--- src/rtl/ghsm_ram.sv ---
// ----------------------------------------------------------------------------
// ghsm_ram
// Generic single-write, single-read synchronous RAM with a registered read
// port that holds its data until the next read.
// ----------------------------------------------------------------------------
module ghsm_ram #(
  parameter int WIDTH = 8,
  parameter int DEPTH = 16
) (
  input  logic                     clk,
  input  logic                     we,
  input  logic [$clog2(DEPTH)-1:0] waddr,
  input  logic [WIDTH-1:0]         wdata,
  input  logic                     re,
  input  logic [$clog2(DEPTH)-1:0] raddr,
  output logic [WIDTH-1:0]         rdata
);

  logic [WIDTH-1:0] mem [DEPTH];

  always_ff @(posedge clk) begin
    if (we) begin
      mem[waddr] <= wdata;
    end
    if (re) begin
      rdata <= mem[raddr];
    end
  end

endmodule

--- config.mk ---
export PLATFORM = sky130hd
export DESIGN_NAME = ghsm_ram
export DESIGN_NICKNAME = d
export VERILOG_FILES = /design/src/rtl/ghsm_ram.sv
export SDC_FILE = /design/constraint.sdc
export NUM_CORES = 1
export LEC_CHECK = 0
export BUFFER_PORTS_ARGS = -buffer_cell sky130_fd_sc_hd__buf_2
export CAP_MARGIN = 5
export CELL_PAD_IN_SITES_DETAIL_PLACEMENT = 1
export CELL_PAD_IN_SITES_GLOBAL_PLACEMENT = 1
export CORE_MARGIN = 4
export CORE_UTILIZATION = 43
export CTS_CLUSTER_DIAMETER = 120
export DETAILED_ROUTE_END_ITERATION = 8
export PLACE_DENSITY = 0.76
export SYNTH_ARGS = -nofsm -noshare
export SYNTH_HDL_FRONTEND = slang
export SYNTH_SLANG_ARGS = --single-unit
--- constraint.sdc ---
create_clock -name clk -period 2.7 [get_ports clk]
set_clock_uncertainty 0.15 [all_clocks]
set_input_delay 0.135 -clock clk [delete_from_list [all_inputs] [get_ports clk]]
set_output_delay 0.135 -clock clk [all_outputs]
set_load 0.02 [all_outputs]
# After elaboration in Yosys (flattened, before gate mapping)
# Memory sizes are Yosys's and may differ from the RTL's. A register that Yosys moved wholly into a read port is not among the register bits.
# Cells that the tools add are included.
# totals
register_bits,0
mem_bits_rw,128
input_bits,19
output_inout_bits,8
wordCells,3
memories,1
# memory_table
name,depth,width,rd,rd_clocked_by_memory_dff,wr,line_no,text
mem,16,8,1,1,1,19,logic [WIDTH-1:0] mem [DEPTH];
# classes
n_mux,2
# op_table
op,n
$mux W1,2

# Logic depth before layout (Yosys ltp)
# Gate-level depths: netlist (run 1).
# logic_depth
depth_word,2
mapped_depth,5
depth_no_buf,3

# Least setup slack after synthesis (run 1)
# Ideal clock, no wire load.
# synth_timing
path_type,input to register
startpoint,input waddr[2]
endpoint,memory mem[0][0] (enable)
setup_time_ns,0.383
arrival_time_ns,1.245
slack_ns,0.922
stages,2
path_buffers,0
cell_sequence,or3b_2 -> nor3_1
# synth_rtl
item,line_no,text
start: declaration,12,"input logic [$clog2(DEPTH)-1:0] waddr,"
end: declaration,19,
# No word-level cell before the write port.

==> results by stage, run 1 <==
Status:
- The flow ran to the end, and the final reports show no timing, DRC or antenna violations.

Routing:
- After detailed routing, the number of remaining DRC violations is 0.
- The via density per instance is 5.61.
- The wire length reported by the detailed router is 11000 um.
- The final routed wire length divided by cell count is 25.1 um.
- The count of nets left with antenna violations once routing finished came out at 0.
- The first TritonRoute pass finished after 4 iterations.
- The first-iteration detailed-routing DRC count is 219.
- The total number of vias is 2464.

GRT:
- The number of global-route vias before repair is 2719.
- The total overflow reported by the global router is 0.
- The first global-routing pass estimated 17000 um of wire.
- The initial antenna violation count was 0.
- Entering global routing, the biggest net connects 17 pins.
- The global-route usage over all layers is 17.1%.

Clocking:
- The clock tree from TritonCTS is yes.
- After clock tree synthesis, the setup repair step added 0 buffers.
- The buffer levels on the longest clock path is 2.
- The clock drives 136 sinks.
- After clock tree synthesis, the clock-pin slew on the worst setup and hold paths is 0.05 ns.
- The H-tree generated during clock tree synthesis spans 4 levels.
- The insertion delay to the later sink of the worst-skew pair is 0.41 ns.
- The count of hold buffers inserted by post-cts repair is 9.
- Clock tree synthesis selected as its root buffer the cell clkbuf_16.
- The number of gates resized after CTS was 0.
- The clock buffer count from CTS is 17.

Synth:
- The cell type contributing the most total cell area after synthesis is edfxtp_1.
- The count of state elements after synthesis is 136.
- Synthesis produced 229 cells.
- Summing the sequential cell areas from Yosys gives 78.1% of the chip area.
- The cell area that synthesis handed to floorplanning was 0.00523 mm2.
- In this run, distinct cell masters in the synthesized netlist total 18.
- Of the post-synthesis cell area, the dominant cell type holds 78.1%.
- By area the synthesized netlist is led by edfxtp_1 (78%), mux4_2 (7.8%), mux4_1 (7.0%).
- Counting every net in the synthesized netlist gives 248.
- The Yosys warning count is 0.
- The average instance in the mapped netlist occupies 22.8 um2.

Setup path:
- The type of element capturing the critical path is a flip-flop.
- For the worst setup path, the data required time is 2.71 ns.
- For the worst setup path, the data arrival time is 1.76 ns.
- The worst setup path is launched from an input pin.
- Along the worst path, the maximum fanout reaches 12.
- The critical path is of the input pin to flip-flop type.

Cells and area:
- Of the cells placed in the final design, the portion with a size suffix greater than 1 is 26.0%.
- The multi-input logic area is 0.00106 mm2.
- The count of fill cells added during filler insertion is 1063.
- The combined flip-flop and latch cell area is 0.00408 mm2.
- The final layout contains 302 nets.
- The number of inserted diodes is 0.
- From synthesis to final layout, the design area changed by 16.8%.

Pwr:
- Dividing total power by cell area gives a power density of 743 mW/mm2.
- VDD sags by at most 0.000484 V.
- The leakage power total is 2.04 nW.

Place:
- The global placer's final weighted congestion is 0.725.
- The count of input and output buffers is 26.
- Detailed placement finished with a half-perimeter wire length of 7290 um.

Timing:
- On the final layout, the worst hold slack is 0.131 ns.
- The slew of the pin with the lowest slew margin is 0.993 ns.
- The final sum of negative setup slack is 0 ns.
- The setup-violating endpoint count in the final report is 0.
- In the finished design, the share of the clock period the worst path needs comes to 64.8%.
- Measured against its own limit, the worst slew margin works out to 33.6%.
- The count of pins over their slew limit was 0.
- The final period demand of the worst path is 1.75 ns.
- Setup repair after global routing left no endpoint under its margin.
- The final hold violation count was 0.
- The top achievable clock speed is 571 MHz.

Floorplanning:
- The core area is 0.0120 mm2.
- The number of placement rows is 40.
- Once the floorplan was initialized, standard cells occupied 43.7% of the core.
- The die covers 0.0140 mm2.
- During I/O placement, the number of pins put on the boundary was 27.
- From bottom edge to top edge, the die measures 118 um.
- The horizontal die dimension is 118 um.

Flow run:
- The max-capacitance violation count is 0.

Worst hold path:
- The path class of the tightest hold or removal check is input pin to flip-flop.
-- metal layers --
| metal | up-vias | global-route usage, % | routed length [um] |
|---|---|---|---|
| met3 | 7 | 5.26 | 507 |
| li1 | 1087 | - | - |
| met1 | 1305 | 22.2 | 4630 |
| met2 | 65 | 27.4 | 5780 |
| met5 | - | 0 | 0 |
| met4 | 0 | 5.93 | 123 |
-- state kept, by name, indices dropped and copies added (netlist names) --
| register | cells |
|---|---|
| rdata | 8 |
| mem | 128 |
-- power breakdown --
| part | leakage [nW] | total (mW) | internal [mW] | switching, mW |
|---|---|---|---|---|
| Sequential | 1.24 | 2.39 | 2.38 | 0.0134 |
| Combinational | 0.567 | 0.238 | 0.0974 | 0.140 |
| Clock | 0.235 | 1.90 | 1.12 | 0.780 |
| Total | 2.04 | 4.54 | 3.60 | 0.934 |
-- per-stage QoR --
stage | utilization, % | cell area, um2 | instances | power [mW] | worst slack, ns
2_1_floorplan | - | 5230 | 229 | 2.57 | 0.922
3_3_place_gp | 46.3 | 5540 | 402 | 2.66 | 0.517
3_5_place_dp | 46.3 | 5540 | 402 | 2.67 | 0.485
4_1_cts | 51.0 | 6100 | 439 | 4.57 | 0.937
5_1_grt | 51.0 | 6100 | 439 | 4.70 | 0.846
6_report | 51.0 | 6100 | 439 | 4.54 | 0.950
-- critical path, stage by stage --
cell and delay [ns]:
buf_2 0.38, buf_4 0.31, mux4_1 0.58, a22oi_1 0.26, nand2_1 0.07
-- synth_stat cells --
master,instances
edfxtp_1,136
mux4_2,18
a22oi_1,16
mux4_1,14
nor2_1,13
nand2_1,9
nor3_1,4
buf_2,3
buf_6,3
clkdlybuf4s25_2,3
nand2b_1,2
nand3b_1,2
and2_1,1
and2b_1,1
buf_4,1
nand3_1,1
nor2b_1,1
or3b_2,1
-- path summary, 6_finish.rpt --
path                   start         to  slack (ns)  depth (start not counted)
setup / recovery    raddr[0]   rdata[3]        0.95                          5
hold / removal      waddr[0]  mem[8][2]        0.13                          3
setup reg to reg  mem[10][6]   rdata[6]        1.00                          3
hold reg to reg    mem[7][3]   rdata[3]        0.60                          3
-- kinds of logic after synthesis --
kind of cell / count (synthesis) / synth area share (%)
AO/OA/AOI/OAI: 16 / 2.30
buffers and inverters: 10 / 1.65
multiplexers: 32 / 14.8
flip-flops: 136 / 78.1
AND/OR/NAND/NOR: 35 / 3.14
-- cell usage in the layout, fill, tap and decap left out, types with 4 or more instances in the layout --
| cell type | n |
|---|---|
| nor2_1 | 13 |
| buf_2 | 26 |
| nand2_1 | 9 |
| nor3_1 | 4 |
| edfxtp_1 | 136 |
| a22oi_1 | 16 |
| mux4_1 | 14 |
| clkinv_1 | 5 |
| clkbuf_16 | 17 |
| buf_4 | 9 |
| dlygate4sd3_1 | 9 |
| clkinv_2 | 4 |
| mux4_2 | 18 |
-- area by class of cell --
| cell class | count | share of cell area [%] |
|---|---|---|
| clock buffer | 19 | 7.09 |
| sequential | 136 | 66.9 |
| timing repair buffer | 45 | 5.04 |
| clock inverter | 9 | 0.635 |
| multi-input combinational | 83 | 17.3 |
| tap | 147 | 3.01 |
No activity file was read; power rests on OpenSTA's default activity.
==> inputs of run 2 (changes only) <==
PLACE_DENSITY = 0.79   (was 0.76)
clock period = 1.6 ns   (was 2.7 ns; I/O delays follow)
==> results by stage, run 2 (synthesis results as in run 1) <==
Floorplanning:
- The initialized floorplan defines 40 standard-cell rows.
- The core area is 0.0120 mm2.
- The horizontal die dimension is 118 um.
- For this configuration, the core starts out at a cell density of 43.7%.
- The number of I/O pins is 27.
- The die is 118 um tall.
- The floorplan step defined a die boundary enclosing 0.0140 mm2.

Place:
- The count of input and output buffers is 26.
- The congestion estimate from routability-driven global placement came to 0.751.
- Including well taps, the total number of placed cells is 416.
- The placed wire-length estimate is 7090 um.
- The worst setup timing slack at the placement stage is -0.240 ns.

GRT:
- Entering global routing, the biggest net connects 30 pins.
- The global-route usage over all layers is 17.3%.
- The first global-routing pass estimated 17200 um of wire.
- Global routing finished with a remaining overflow of 0.
- The initial antenna violation count came to 0.
- The number of global-route vias before repair is 2743.

Cells and area:
- Leaving out fill and tap cells, the most frequent cell in the layout is edfxtp_1.
- The register with the most flip-flops is mem.
- The net total in the final layout is 316.
- The largest registers in the layout are mem: 128 flops, rdata: 8 flops.
- From synthesis to final layout, the design area changed by 22.7%.
- The number of flip-flops in the largest register is 128.
- The number of antenna diodes in the final layout is 0.
- The top cell types in the final layout, fill and taps aside, are edfxtp_1 (136), buf_2 (26), mux4_2 (24).
- The count of cells in the finished layout, fillers not included, comes to 456.
- The ratio of cells with drive above 1 in the final layout is 37.5%.

Clocking:
- The clock-pin slew on the worst setup and hold paths is 0.06 ns.
- The number of setup buffers added after CTS is 0.
- Counting the buffers created by CTS gives 17.
- The H-tree level count is 4.
- The buffer levels on the longest clock path is 2.
- The clock tree from TritonCTS is yes.
- The TritonCTS sink count is 136.
- The insertion delay to the later sink of the worst-skew pair is 0.42 ns.
- The buffer cell driving the clock tree root is clkbuf_16.

Routing:
- In the routed layout, each cell is associated on average with a via count of 5.60.
- The final routed wire length divided by cell count is 24.8 um.
- For this run, design rule violations remaining after detail routing come to 0.
- The first-pass iteration count of the detailed router is 4.
- The total number of vias is 2553.
- The first-iteration detailed-routing DRC count is 230.
- The count of nets left with antenna violations once routing finished came out at 0.
- For this block, the routed nets add up to 11300 um of wire.

Timing:
- In the finished design, the share of the clock period the worst path needs comes to 99.9%.
- Across all setup checks in the final design, the least slack found is 0.00156 ns.
- The count of pins over their slew limit is 0.
- The top achievable clock speed is 626 MHz.
- The headroom to the max-slew limit is 31.7%.
- The final hold violation count is 0.
- The final period demand of the worst path is 1.60 ns.
- The setup-violating endpoint count in the final report is 0.
- For the pin with the worst max-slew slack, the measured transition is 1.02 ns.
- The final sum of negative setup slack is 0 ns.
- Setup repair after global routing could not meet its margin everywhere.

Worst hold path:
- The path class of the tightest hold or removal check is input pin to flip-flop.

Pwr:
- The leakage power total is 2.17 nW.
- The power density relative to cell area is 1340 mW/mm2.
- The maximum resistive drop on vdd is 0.000878 V.

Status:
- The flow ran to the end, and the final reports show no timing, DRC or antenna violations.

Setup path:
- The data arrival time of the critical path is 1.61 ns.
- The biggest fanout along the worst timing path is 1.
- The worst setup path is captured at a flip-flop.
- The worst setup path is launched from a flip-flop.
- The type of the setup path with the least slack is flip-flop to flip-flop.
- STA puts the critical path data required time at 1.61 ns.

Flow run:
- The max-capacitance violation count is 0.
run 2: area by class of cell:
class	instances	area (um2)
Fill cell	1048	5550
Sequential cell	136	4080
Multi-Input combinational cell	83	1090
Clock buffer	17	425
Timing Repair Buffer	59	425
Clock inverter	14	206
Tap cell	147	184
run 2: per-layer routing:
layer | vias to the layer above | track usage, % | wire length (um)
met4 | 0 | 6.01 | 205
met3 | 19 | 5.12 | 590
met1 | 1348 | 22.8 | 4820
li1 | 1112 | - | -
met5 | - | 0 | 0
met2 | 74 | 27.7 | 5680
run 2: where the power goes:
| group | switching, mW | total, mW | leakage (nW) | internal [mW] |
|---|---|---|---|---|
| clock network | 1.41 | 4.14 | 0.306 | 2.74 |
| registers | 0.0248 | 4.04 | 1.24 | 4.02 |
| logic | 0.248 | 0.437 | 0.624 | 0.189 |
run 2: timing repair:
item / CTS / global route
hold buffers: 9 / 0
cloned: 0 / 0
endpoints found under the setup margin: 7 / 8
resized for setup: 9 / 7
pin swaps: 1 / 6
hold endpoints to repair: 136 / 0
run 2: critical path, stage by stage (launching register included):
cell and delay, ns:
edfxtp_1 0.38, mux4_2 0.50, a22oi_2 0.21, nand2_2 0.10
run 2: metrics by stage:
step           hold WS, ns  util, %  power [mW]  cell area, um2
6_report            0.0784     53.6        8.62            6410
3_3_place_gp         0.302     47.4        4.49            5670
3_5_place_dp         0.320     47.4        4.52            5670
4_1_cts             0.0648     53.5        8.69            6400
2_1_floorplan       0.0289        -        4.33            5230
5_1_grt             0.0973     53.6        8.90            6410
run 2: path summary, 6_finish.rpt:
check                               start        end  slack (ns)  cells after the start
worst max-delay path            mem[3][5]   rdata[5]       0.002                      3
worst min-delay path             waddr[0]  mem[0][2]        0.08                      3
worst max register to register  mem[3][5]   rdata[5]       0.002                      3
worst min register to register  mem[7][2]   rdata[2]        0.62                      3
==> inputs of run 3 (changes only) <==
BUFFER_PORTS_ARGS = default   (was -buffer_cell sky130_fd_sc_hd__buf_2)
DONT_BUFFER_PORTS = 1   (was default)
PLACE_DENSITY = 0.77   (was 0.79)
==> results by stage, run 3 (synthesis results as in run 1) <==
Cells and area:
- The filler-free cell count of the finished design is 426.
- The ratio of cells with drive above 1 in the final layout is 28.7%.
- In the final layout, flip-flops and latches occupy 0.00408 mm2.
- In the layout the commonest cells are edfxtp_1 (136), mux4_2 (27), clkbuf_16 (17), buf_4 (17), nor2_1 (13).
- Summing all multi-input logic gate instances after layout gives 0.00108 mm2.
- In the final layout, the registers with the most flip-flops are mem: 128 flops, rdata: 8 flops.
- The number of inserted diodes is 0.
- After the last flow step, the layout net total stands at 285.
- The commonest non-fill, non-tap cell in the layout is edfxtp_1.
- The register with the most flip-flops in the layout has 128 of them.
- The register with the most flip-flops is mem.
- The count of fill cells added during filler insertion is 1047.
- The area added between synthesis and finish is 18.2%.

Setup path:
- The signal on the critical path passes through mux4_2 > a22oi_2 > nand2_1.
- The maximum cell stage delay along the critical path is 0.50 ns.
- Data on the critical path is required at its endpoint by 1.60 ns.
- The data arrival time of the critical path is 1.58 ns.
- The dominant delay contributor by cell family on the critical path is multiplexers.
- The worst setup path is of the flip-flop to flip-flop kind.
- STA classifies the critical path endpoint as a flip-flop.
- Of all nets on the critical path, the largest fanout is 1.
- Among all stages on the critical path, the largest delay is contributed by mux4_2.
- The worst setup path is launched from a flip-flop.
- The number of buffers and inverters on the critical path is 0.

Timing:
- The slew of the pin with the lowest slew margin is 1.06 ns.
- The setup-violating endpoint count in the final report is 0.
- The worst pin sits at a relative slew slack of 28.9%.
- In the post-route analysis, the smallest setup slack over all paths is 0.0166 ns.
- The final hold violation count came to 8.
- The final period demand of the worst path is 1.58 ns.
- Summed over all failing endpoints, the final setup total negative slack is 0 ns.
- The count of pins over their slew limit was 0.
- On the final layout, the worst hold slack is -0.0994 ns.
- After layout, the worst path uses 99.0% of the clock period.
- Timing would allow up to 632 MHz.
- Setup repair after global routing could not meet its margin everywhere.

GRT:
- The global-route wire length before repair is 16600 um.
- The number of global-route vias before repair is 2709.
- The maximum number of pins on one net before global-route repair is 33.
- The global-route usage over all layers is 16.5%.
- For this run the aggregate overflow at the end of global routing stands at 0.
- The initial antenna violation count is 0.

Clocking:
- The clock-pin slew on the worst setup and hold paths is 0.06 ns.
- The number of setup buffers added after CTS is 0.
- The TritonCTS sink count is 136.
- The clock buffer count from CTS is 17.
- The later pin in the worst-skew pair is clocked with a latency of 0.41 ns.
- The tree is rooted in a clkbuf_16.
- TritonCTS built the clock tree.
- No sink is reached through more buffers than the 2 on the longest clock path.
- The H-tree was split into 4 levels.
- The count of hold buffers inserted by post-cts repair is 11.

Floorplanning:
- The die covers 0.0140 mm2.
- Pin placement for this block handled 27 I/O pins.
- In this run the standard cell core region covers 0.0120 mm2.
- The floorplan has 40 rows.
- In this run the vertical extent of the chip is 118 um.
- Measured along the x axis, the die boundary spans 118 um.
- The initial utilization of the core area, before any placement, comes to 43.7%.

Routing:
- The remaining antenna violation count after routing is 0.
- In the final routing, the length of wire on met1 measures 4390 um.
- The met2 routed wirelength is 5480 um.
- The routed design has 10800 um of wire.
- Wire segments on met3 add up to 764 um in the final route.
- The highest metal layer carrying signal wires in the routed design is met4.
- The first-iteration detailed-routing DRC count is 275.
- Dividing the detail-routed wire length by the instance count gives 25.3 um.
- Dividing the detail-routed via count by the number of cells gives 5.59.
- In the routed design, unresolved DRC markers number 0.
- The total number of vias is 2383.
- The first detailed-routing pass took 4 iterations.

Place:
- The count of input and output buffers is 0.
- Detailed placement finished with a half-perimeter wire length of 6570 um.
- In this run, placement finished with an instance count of 383.
- The global placer's final weighted congestion is 0.684.
- The worst setup timing slack at the placement stage is -0.0818 ns.

Pwr:
- The power density relative to cell area is 1350 mW/mm2.
- The completed layout was analyzed and its total power is 8.32 mW.
- Across the VDD grid, the largest voltage drop is 0.000729 V.
- In this run the static leakage power is 2.00 nW.

Status:
- The final reports fail on hold timing.
- The run finished, with violations left.

Flow run:
- The max-capacitance violation count is 0.

Worst hold path:
- The class of the most critical hold timing path is input pin to flip-flop.
## run 3: cell types whose count changed in the layout (fill, tap and decap cells not counted), sizes merged
cell,delta
buf,-33
bufinv,-1
clkbuf,+4
clkinvlp,-2
dlygate4sd3,+2
## run 3: final timing paths
check	slack [ns]	end	cells after the start	from
min	-0.1	rdata[7]	3	raddr[1]
max	0.02	rdata[4]	3	mem[3][4]
min reg2reg	0.60	rdata[7]	3	mem[12][7]
max reg2reg	0.02	rdata[4]	3	mem[3][4]
## run 3: layout make-up
cell class | instances | area share (%)
Tap cell | 147 | 2.98
Clock inverter | 11 | 2.49
Multi-Input combinational cell | 83 | 17.5
Sequential cell | 136 | 66.1
Timing Repair Buffer | 28 | 3.85
Clock buffer | 21 | 7.13
## run 3: repair_timing
| item | CTS | global route |
|---|---|---|
| hold endpoints to repair | 176 | 8 |
| setup endpoints to repair | 5 | 7 |
| gates resized for setup | 10 | 9 |
| pin swaps | 2 | 5 |
## run 3: where the power goes
part	switching, mW	total (mW)	leakage [nW]	internal (mW)
clock	1.36	3.94	0.289	2.58
sequential	0.0501	4.07	1.24	4.02
combinational	0.159	0.309	0.474	0.151
total	1.57	8.32	2.00	6.75
## run 3: stage by stage
| step | cell area, um2 | util [%] |
|---|---|---|
| floorplan | 5230 | - |
| global placement | 5460 | 45.6 |
| detailed placement | 5460 | 45.6 |
| CTS | 6180 | 51.6 |
| global route | 6180 | 51.7 |
| finish | 6180 | 51.7 |
## run 3: worst min-delay path, cell delays in order
cell	delay, ns
mux4_2	0.15
a22oi_1	0.06
nand2_1	0.06
## run 3: layer usage
metal | vias up | track usage, %
met5 | - | 0
li1 | 1041 | -
met2 | 89 | 26.2
met4 | 0 | 6.59
met1 | 1241 | 22.0
met3 | 12 | 4.11
